===== src/hdl/rhc_pkg.sv =====
// ----------------------------------------------------------------------------
// RPC header classifier package
// Shared types and constants for the header tracker, verdict logic and top.
// ----------------------------------------------------------------------------
`default_nettype none

package rhc_pkg;

    // marks found in payload byte 0
    localparam logic [7:0] STRICT_MARK  = 8'h80;
    localparam logic [7:0] COMPACT_MARK = 8'h82;

    // header limits
    localparam logic [7:0]  VERSION_MAX       = 8'h01;
    localparam logic [7:0]  KIND_LIMIT        = 8'd5;
    localparam logic [15:0] STRICT_HDR_BYTES  = 16'd8;
    localparam logic [15:0] COMPACT_HDR_BYTES = 16'd6;
    localparam logic [15:0] OFFSET_MAX        = 16'hFFFF;

    // printable method name bytes
    localparam logic [7:0] PRINT_LOW  = 8'h20;
    localparam logic [7:0] PRINT_HIGH = 8'h7E;

    // message kinds that raise a risk flag
    localparam logic [7:0] KIND_INVALID   = 8'd0;
    localparam logic [7:0] KIND_EXCEPTION = 8'd3;

    // header form named by byte 0
    typedef enum logic [1:0] {
        FORM_NONE    = 2'd0,
        FORM_STRICT  = 2'd1,
        FORM_COMPACT = 2'd2
    } form_t;

    // header fields gathered over one packet
    typedef struct packed {
        form_t       form;
        logic [7:0]  version;
        logic [7:0]  kind;
        logic [31:0] name_len;
        logic        all_printable;
    } hdr_state_t;

    // classification of one packet
    typedef struct packed {
        logic        detected;
        logic [1:0]  variant;
        logic [2:0]  message_kind;
        logic [15:0] name_length;
        logic        name_unprintable;
        logic        malformed_risk;
        logic        exception_risk;
    } verdict_t;

endpackage

`default_nettype wire


===== src/hdl/rhc_tracker.sv =====
// ----------------------------------------------------------------------------
// RPC header tracker
// Follows the byte offset and collects header fields and the printable flag.
// ----------------------------------------------------------------------------
`default_nettype none

module rhc_tracker (
    input  wire logic                clk,
    input  wire logic                rst_n,
    input  wire logic                strobe,
    input  wire logic [7:0]          data_byte,
    input  wire logic                last_byte,
    output rhc_pkg::hdr_state_t      snap
);
    import rhc_pkg::*;

    logic [15:0] offset_reg;
    logic [15:0] offset_next;
    hdr_state_t  state_reg;
    hdr_state_t  state_next;
    hdr_state_t  clear_value;
    logic [15:0] hdr_bytes;
    logic        has_form;
    logic        in_name;
    logic        unprintable;

    assign clear_value = '{form: FORM_NONE, version: 8'd0, kind: 8'd0,
                           name_len: 32'd0, all_printable: 1'b1};

    assign unprintable = (data_byte < PRINT_LOW) || (data_byte > PRINT_HIGH);

    // header view including the byte in hand
    always_comb
    begin
        snap      = state_reg;
        hdr_bytes = 16'd0;
        has_form  = 1'b0;
        if (offset_reg == 16'd0)
        begin
            if (data_byte == STRICT_MARK)
                snap.form = FORM_STRICT;
            else if (data_byte == COMPACT_MARK)
                snap.form = FORM_COMPACT;
            else
                snap.form = FORM_NONE;
        end
        else
        begin
            unique case (state_reg.form)
                FORM_STRICT:
                begin
                    has_form  = 1'b1;
                    hdr_bytes = STRICT_HDR_BYTES;
                    if (offset_reg == 16'd1)
                        snap.version = data_byte;
                    else if (offset_reg == 16'd3)
                        snap.kind = data_byte;
                    else if (offset_reg >= 16'd4 && offset_reg <= 16'd7)
                        snap.name_len = {state_reg.name_len[23:0], data_byte};
                end
                FORM_COMPACT:
                begin
                    has_form  = 1'b1;
                    hdr_bytes = COMPACT_HDR_BYTES;
                    if (offset_reg == 16'd1)
                    begin
                        snap.version = {3'd0, data_byte[4:0]};
                        snap.kind    = {5'd0, data_byte[7:5]};
                    end
                    else if (offset_reg == 16'd5)
                        snap.name_len = {24'd0, data_byte};
                end
                default:
                begin
                    has_form = 1'b0;
                end
            endcase
        end
        // method name bytes are checked for printability
        in_name = has_form && (offset_reg >= hdr_bytes)
                  && ({16'd0, offset_reg - hdr_bytes} < snap.name_len);
        if (in_name && unprintable)
            snap.all_printable = 1'b0;
    end

    // next state: advance on a byte, clear after the last one
    always_comb
    begin
        offset_next = offset_reg;
        state_next  = state_reg;
        if (strobe)
        begin
            if (last_byte)
            begin
                offset_next = 16'd0;
                state_next  = clear_value;
            end
            else
            begin
                state_next = snap;
                if (offset_reg != OFFSET_MAX)
                    offset_next = offset_reg + 16'd1;
            end
        end
    end

    // state registers
    always_ff @(posedge clk or negedge rst_n)
    begin
        if (!rst_n)
        begin
            offset_reg <= 16'd0;
            state_reg  <= '{form: FORM_NONE, version: 8'd0, kind: 8'd0,
                            name_len: 32'd0, all_printable: 1'b1};
        end
        else
        begin
            offset_reg <= offset_next;
            state_reg  <= state_next;
        end
    end

endmodule

`default_nettype wire


===== src/hdl/rhc_verdict.sv =====
// ----------------------------------------------------------------------------
// RPC header verdict
// Decides acceptance of the collected header and forms the result fields.
// ----------------------------------------------------------------------------
`default_nettype none

module rhc_verdict (
    input  wire rhc_pkg::hdr_state_t snap,
    input  wire logic [15:0]         payload_length,
    input  wire logic                over_udp,
    output rhc_pkg::verdict_t        verdict
);
    import rhc_pkg::*;

    logic [15:0] hdr_bytes;
    logic        form_ok;
    logic        fits;
    logic        ok;

    // transport and minimum length per form
    always_comb
    begin
        hdr_bytes = 16'd0;
        form_ok   = 1'b0;
        if (payload_length >= COMPACT_HDR_BYTES)
        begin
            unique case (snap.form)
                FORM_STRICT:
                begin
                    hdr_bytes = STRICT_HDR_BYTES;
                    form_ok   = !over_udp && (payload_length >= STRICT_HDR_BYTES);
                end
                FORM_COMPACT:
                begin
                    hdr_bytes = COMPACT_HDR_BYTES;
                    form_ok   = over_udp;
                end
                default:
                begin
                    form_ok = 1'b0;
                end
            endcase
        end
    end

    // header plus method name must fit in the payload
    assign fits = (snap.name_len[31:16] == 16'd0)
                  && (({1'b0, snap.name_len[15:0]} + {1'b0, hdr_bytes})
                      <= {1'b0, payload_length});

    assign ok = form_ok && fits && (snap.version <= VERSION_MAX)
                && (snap.kind < KIND_LIMIT);

    // result fields
    always_comb
    begin
        verdict.detected         = ok;
        verdict.variant          = snap.form;
        verdict.message_kind     = ok ? snap.kind[2:0] : 3'd0;
        verdict.name_length      = ok ? snap.name_len[15:0] : 16'd0;
        verdict.name_unprintable = ok && !snap.all_printable;
        verdict.malformed_risk   = ok && (snap.kind == KIND_INVALID);
        verdict.exception_risk   = ok && (snap.kind == KIND_EXCEPTION);
    end

endmodule

`default_nettype wire


===== src/hdl/rpc_header_classifier.sv =====
// ----------------------------------------------------------------------------
// RPC header classifier
// Streams payload bytes and classifies each packet as an RPC message header.
// ----------------------------------------------------------------------------
// One payload byte is taken per cycle. Each byte lands in an input register,
// passes once through the header tracker and verdict logic, and the byte that
// carries last_byte loads the result register as it leaves the input register
// and raises out_valid. The input stalls only while the input register holds
// the last byte of a packet and an earlier result sits in the result register
// unread; the byte behind it waits as well.
// No result is produced for other bytes.
`default_nettype none

module rpc_header_classifier (
    input  wire logic        clk,
    input  wire logic        rst_n,
    input  wire logic        in_valid,
    output logic             in_ready,
    input  wire logic [7:0]  data_byte,
    input  wire logic [15:0] payload_length,
    input  wire logic        over_udp,
    input  wire logic        last_byte,
    output logic             out_valid,
    input  wire logic        out_ready,
    output logic             detected,
    output logic [1:0]       variant,
    output logic [2:0]       message_kind,
    output logic [15:0]      name_length,
    output logic             name_unprintable,
    output logic             malformed_risk,
    output logic             exception_risk
);
    import rhc_pkg::*;

    logic        in_valid_reg;
    logic        in_valid_next;
    logic [7:0]  byte_reg;
    logic [15:0] plen_reg;
    logic        udp_reg;
    logic        last_reg;
    logic        out_valid_reg;
    logic        out_valid_next;
    verdict_t    result_reg;
    hdr_state_t  snap;
    verdict_t    verdict;
    logic        advance;
    logic        in_xfer;

    // the held byte moves on unless it ends a packet and the result is blocked
    assign advance  = in_valid_reg && (!last_reg || !out_valid_reg || out_ready);
    assign in_ready = !in_valid_reg || advance;
    assign in_xfer  = in_valid && in_ready;

    assign in_valid_next  = in_xfer || (in_valid_reg && !advance);
    assign out_valid_next = (advance && last_reg) || (out_valid_reg && !out_ready);

    // input register
    always_ff @(posedge clk or negedge rst_n)
    begin
        if (!rst_n)
            in_valid_reg <= 1'b0;
        else
            in_valid_reg <= in_valid_next;
    end

    always_ff @(posedge clk)
    begin
        if (in_xfer)
        begin
            byte_reg <= data_byte;
            plen_reg <= payload_length;
            udp_reg  <= over_udp;
            last_reg <= last_byte;
        end
    end

    rhc_tracker u_tracker (
        .clk       (clk),
        .rst_n     (rst_n),
        .strobe    (advance),
        .data_byte (byte_reg),
        .last_byte (last_reg),
        .snap      (snap)
    );

    rhc_verdict u_verdict (
        .snap           (snap),
        .payload_length (plen_reg),
        .over_udp       (udp_reg),
        .verdict        (verdict)
    );

    // result register
    always_ff @(posedge clk or negedge rst_n)
    begin
        if (!rst_n)
            out_valid_reg <= 1'b0;
        else
            out_valid_reg <= out_valid_next;
    end

    always_ff @(posedge clk)
    begin
        if (advance && last_reg)
            result_reg <= verdict;
    end

    assign out_valid        = out_valid_reg;
    assign detected         = result_reg.detected;
    assign variant          = result_reg.variant;
    assign message_kind     = result_reg.message_kind;
    assign name_length      = result_reg.name_length;
    assign name_unprintable = result_reg.name_unprintable;
    assign malformed_risk   = result_reg.malformed_risk;
    assign exception_risk   = result_reg.exception_risk;

    // an accepted header always names a form
    assert property (@(posedge clk) disable iff (!rst_n)
        out_valid && detected |-> (variant != 2'd0))
        else $error("detected result without a header form");

    // a rejected packet reports no header fields but the variant, and no risks
    assert property (@(posedge clk) disable iff (!rst_n)
        out_valid && !detected |-> (message_kind == 3'd0) && (name_length == 16'd0)
            && !name_unprintable && !malformed_risk && !exception_risk)
        else $error("rejected result carries header fields");

    // the two risk flags exclude each other
    assert property (@(posedge clk) disable iff (!rst_n)
        out_valid |-> !(malformed_risk && exception_risk))
        else $error("malformed and exception risk both set");

    // a last byte blocked by an unread result stays in the input register
    assert property (@(posedge clk) disable iff (!rst_n)
        in_valid_reg && last_reg && out_valid_reg && !out_ready
            |=> in_valid_reg && last_reg && out_valid_reg)
        else $error("last byte lost while result stalled");

endmodule

`default_nettype wire


===== config.mk =====
export PLATFORM = sky130hd
export DESIGN_NAME = rpc_header_classifier
export DESIGN_NICKNAME = d
export VERILOG_FILES = /design/src/hdl/rhc_pkg.sv /design/src/hdl/rhc_tracker.sv /design/src/hdl/rhc_verdict.sv /design/src/hdl/rpc_header_classifier.sv
export SDC_FILE = /design/constraint.sdc
export NUM_CORES = 1
export LEC_CHECK = 0
export BUFFER_PORTS_ARGS = -buffer_cell sky130_fd_sc_hd__buf_2
export CORE_AREA = 2 2 120 122
export DETAILED_ROUTE_END_ITERATION = 8
export DIE_AREA = 0 0 122 124
export PLACE_DENSITY_LB_ADDON = 0.1
export RECOVER_POWER = 50
export SYNTH_ARGS = -nofsm -noshare
export SYNTH_HDL_FRONTEND = slang
export SYNTH_HIERARCHICAL = 1
export SYNTH_SLANG_ARGS = --single-unit

===== constraint.sdc =====
create_clock -name clk -period 10.9 [get_ports clk]
set_input_delay 1.09 -clock clk [delete_from_list [all_inputs] [get_ports clk]]
set_output_delay 1.09 -clock clk [all_outputs]
set_load 0.005 [all_outputs]

; Word level (Yosys, flattened, before mapping)
; Cells that the tools add are included.
[word_totals]
reg_bits = 120
input_bits = 30
out_inout_bits = 27
elab_cells = 105
[op_classes]
n_addsub = 3
order_cmp = 11
eq_ne = 11
muxes = 25
n_reduce_logical = 36
[ops]
columns = op, count
row1 = two-way mux 32 bit, 4
row2 = one-hot mux 48 bit (2 select lines), 1
row3 = two-way mux 16 bit, 5
row4 = two-way mux 51 bit, 1
row5 = two-way mux 48 bit, 1
row6 = two-way mux 40 bit, 1
row7 = greater-or-equal comparator 16 x 3 -> 1 bit (second input constant), 2
row8 = logical NOT 16 bit, 2
row9 = less-than comparator 16 x 32 -> 1 bit, 1
row10 = adder 16 x 16 -> 17 bit, 1
row11 = <= comparator 17 x 16 -> 1 bit, 1
row12 = logical AND 1 bit, 17
row13 = adder 16 x 1 -> 16 bit (second input constant), 1
row14 = == test 16 x 1 -> 1 bit (second input constant), 1
row15 = == test 16 x 2 -> 1 bit (second input constant), 1
row16 = == test 16 x 3 -> 1 bit (second input constant), 1
row17 = == test 8 bit (second input constant), 2
row18 = greater-or-equal comparator 16 bit, 1
row19 = greater-or-equal comparator 16 x 4 -> 1 bit (second input constant), 1
row20 = <= comparator 16 x 3 -> 1 bit (second input constant), 1
row21 = two-way mux 8 bit, 2
row22 = != test 16 bit (second input constant), 1
row23 = one-hot mux 4 bit (2 select lines), 2
row24 = subtractor 16 bit, 1
row25 = other kinds (16), 34

; Depth between registers and ports, before layout
[depth]
depth_word = 14
mapped_depth = 25
ltp_nobuf = 21

; By module
; The synthesis kept the hierarchy.
[by_module_without_submodules]
columns = mod, instances, cells_per_inst, area_each_um2, seq_area_each_um2
row1 = rhc_tracker, 1, 499, 4645.7, 1677.9
row2 = rpc_header_classifier, 1, 61, 1649.1, 1581.5
row3 = rhc_verdict, 1, 159, 1161.1, 0.0

; Worst setup path before layout
; Ideal clock, no wire load.
[synth_path]
kind = register to register
start = register u_tracker.offset_reg[4]
end = register result_reg, in the netlist detected (data pin)
t_arrival_ns = 5.364
path_slack_ns = 5.410
path_stages_with_launch = 25
path_buffers = 4
period_less_slack_ns = 5.490
cell_sequence = dfrtp_1 > buf_6 > or4_4 > buf_6 > nor4_4 > nand2_1 > o31ai_1 > inv_1 > ha_1 > nor2b_1 > ha_1 > fa_1 > a21oi_1 > nor3b_1 > and2_1 > nand4_1 > xnor2_1 > ha_1 > nand4_1 > nor4_1 > a41oi_1 > nor4_4 > buf_6 > and2_1 > buf_4
[synth_lines]
columns = element, line
row1 = start: declaration, rhc_tracker.sv:17  ; logic [15:0] offset_reg;
row2 = start signal: assignment, rhc_tracker.sv:118  ; offset_reg <= offset_next;
row3 = end signal: assignment, rpc_header_classifier.sv:105  ; result_reg <= verdict;
row4 = end: declaration, rpc_header_classifier.sv:43  ; verdict_t result_reg;

==> results by group <==
Finish
  • Max FFs per register: 50
  • Syn-to-layout area delta: 12.74%
  • Total area of multi-input combinational cells: 3732 sq um
  • Non-Filler Cell Area, Final: 8358 sq um
  • Layout cells sized above 1: 0.1484
  • Post-layout utilization of the core: 0.6092
  • Sequential cell area: 3234 sq um
  • Nets@finish: 832
  • Final Instance Count excl. Fillers: 948
  • ANT cells: 0
  • Count of filler cells inserted in the layout: 1148

Die
  • Cell Rows: 43
  • Placeable core area: 13720 sq um
  • Total I/O pin count: 57
  • Die extent in x: 122 um
  • Starting density of the core: 0.5404
  • Vertical extent of the die: 124 um
  • Total die area: 15130 sq um

GRT
  • Pin count of the biggest net entering global routing: 69
  • Residual overflow from global routing: 0
  • First-pass GRT wire length: 30780 um
  • Met2 demand-to-capacity share in global routing: 0.4239
  • Global-route met1 utilization: 0.3679
  • Number of global-route vias before repair: 5798
  • GRT Max-Usage Layer: met2
  • Number of antenna violations at the first check in global routing: 0
  • Global routing met3 resource utilization: 0.05128
  • Total routing resource utilization after global routing: 0.2677

Timing
  • Number of endpoints failing setup at the final stage: 0
  • Unrepaired setup endpoints after global routing: no
  • Hold Vio Cnt, Final: 0
  • Final worst clock skew: 0.007391 ns
  • Final count of pins violating max slew: 96
  • Slew headroom: -1.545
  • Fin crit period: 6.654 ns
  • Tcrit/Tclk final: 0.6104
  • Worst slew pin tran: 3.818 ns
  • PnR worst setup slack: 4.246 ns
  • Total Neg Setup Slack: 0 ns
  • Achievable clock frequency: 150.3 MHz

Clock network
  • CTS H-tree lvls: 4
  • Number of sinks handled by clock tree synthesis: 119
  • Clock transition time at the flip-flop clock pins of the worst setup and hold paths: 0.05 ns
  • Resized Gates After CTS: 0
  • Number of buffers between clock root and the deepest sink: 2
  • Post-CTS Hold Fix Bufs: 0
  • Root cell of the clock tree: sky130_fd_sc_hd__clkbuf_16
  • Clock latency on the worst-skew pair: 0.42 ns
  • Inserted Clock Buffers: 17
  • CTS tree: done
  • Setup repair bufs after CTS: 0

Detailed routing
  • Final routed wirelength across all metal layers: 19200 um
  • Number of detailed-route iterations in the first pass: 5
  • Vias after detailed routing: 5962
  • Post-detailed-route wirelength per cell: 20.25 um
  • Number of design-rule violations left by the first detailed-router iteration: 671
  • Vias per std cell: 6.289
  • Post-route antenna net violation count: 0
  • DRC violation count after routing: 0

Yosys
  • Synth warnings: 6
  • Cell count after synthesis: 716
  • Mean instance size in the synthesized netlist: 10.35 sq um
  • Net Count, Synth: 793
  • Area of the mapped netlist: 7413 sq um

Placement
  • Placed instance count: 916
  • Area post-placement: 7741 sq um
  • RD Place Congestion: 0.9348
  • Port Buffer Count: 56
  • Post-Place Setup Slack: 4.376 ns
  • Detailed-placement wirelength estimate: 14110 um

Run status
  • Run status: complete, but fails checks
  • Failing checks: capacitance limit, slew limit

Setup path
  • Worst Path Class, Setup: flip-flop to flip-flop
  • Endpoint required time on the critical path: 11.18 ns
  • Type of element launching the critical path: flip-flop
  • CP endpoint kind: flip-flop
  • Maximum fanout encountered on the critical timing path: 31
  • Critical path data arrival time: 6.93 ns

Pwr
  • Maximum ir drop on the vdd rail: 0.0001050 V
  • P per Cell Area: 145.1 nW/um^2
  • Static leakage: 3.864 nW

Flow run
  • Maximum capacitance violations: 2

Worst hold path
  • Worst hold-check path type: flip-flop to flip-flop
==> per-stage QoR <==
step	hold WS, ns	total power, W
finish	0.5007	0.001212
global route	0.5076	0.001249
CTS	0.4956	0.001217
detailed placement	0.4835	0.0006193
global placement	0.4739	0.0006163
floorplan	0.4567	0.0005760
==> worst max-delay path: stages (launching register included) <==
cell and delay [ns]:
sky130_fd_sc_hd__dfrtp_1 0.45, sky130_fd_sc_hd__or4_4 0.66, sky130_fd_sc_hd__o41ai_2 0.41, sky130_fd_sc_hd__a22oi_1 0.17, sky130_fd_sc_hd__nand2b_1 0.70, sky130_fd_sc_hd__a22oi_1 0.52, sky130_fd_sc_hd__inv_1 0.10, sky130_fd_sc_hd__ha_1 0.25
sky130_fd_sc_hd__fa_1 0.41, sky130_fd_sc_hd__a21oi_1 0.22, sky130_fd_sc_hd__nor3b_1 0.10, sky130_fd_sc_hd__and2_1 0.21, sky130_fd_sc_hd__nand4_1 0.12, sky130_fd_sc_hd__xnor2_1 0.09, sky130_fd_sc_hd__ha_1 0.30, sky130_fd_sc_hd__nand4_1 0.14
sky130_fd_sc_hd__nor4_1 0.40, sky130_fd_sc_hd__a41oi_1 0.25, sky130_fd_sc_hd__nor4_4 0.71, sky130_fd_sc_hd__and4_1 0.31
==> cell type report <==
| class | count | share of cell area |
|---|---|---|
| clock buffers | 21 | 0.05629 |
| inverters | 57 | 0.02560 |
| flip-flops and latches | 119 | 0.3870 |
| multi-input cells | 499 | 0.4466 |
| clock inverters | 11 | 0.02051 |
| well taps | 180 | 0.02695 |
| repair buffers | 61 | 0.03713 |
==> per-layer routing <==
layer | vias up | part of all wire | routed length, um
met5 | - | 0 | 0
met4 | 0 | 0.026 | 490
met3 | 39 | 0.056 | 1081
met2 | 219 | 0.46 | 8767
met1 | 2912 | 0.46 | 8862
li1 | 2792 | - | -
==> power by group <==
group | internal, W | switching, W | total, W
Sequential | 0.000483 | 0.0000133 | 0.000496
Combinational | 0.0000388 | 0.0000780 | 0.000117
Clock | 0.000401 | 0.000199 | 0.000599
Total | 0.000923 | 0.000290 | 0.00121
==> final timing paths <==
check                                     endpoint                     from  slack (ns)  cells after the start
setup / recovery                    malformed_risk  u_tracker/offset_reg[4]        4.25                     19
hold / removal             u_tracker/state_reg[35]  u_tracker/state_reg[35]        0.50                      1
setup reg to reg                    malformed_risk  u_tracker/offset_reg[4]        4.25                     19
hold reg to reg            u_tracker/state_reg[35]  u_tracker/state_reg[35]        0.50                      1
max in group asynchronous  u_tracker/state_reg[35]                    rst_n        6.65                      2
min in group asynchronous  u_tracker/state_reg[10]                    rst_n        2.10                      2
==> layout by cell type, fill, tap and decap left out, drive strengths merged, types with 4 or more instances in the layout <==
master,n
a211oi,4
a21o,5
a21oi,23
a22o,54
a22oi,22
a2bb2oi,6
a31o,6
and2,6
and3,25
and4,6
buf,59
bufinv,4
clkbuf,23
clkinv,7
dfrtp,67
edfxtp,51
ha,45
inv,56
nand2,39
nand2b,8
nand3,14
nand4,15
nor2,38
nor2b,8
nor3,15
nor4,19
o21ai,28
o2bb2ai,20
o31ai,8
or3,7
or4,9
xnor2,17
xor2,17
(Power assumes the default switching activity.)
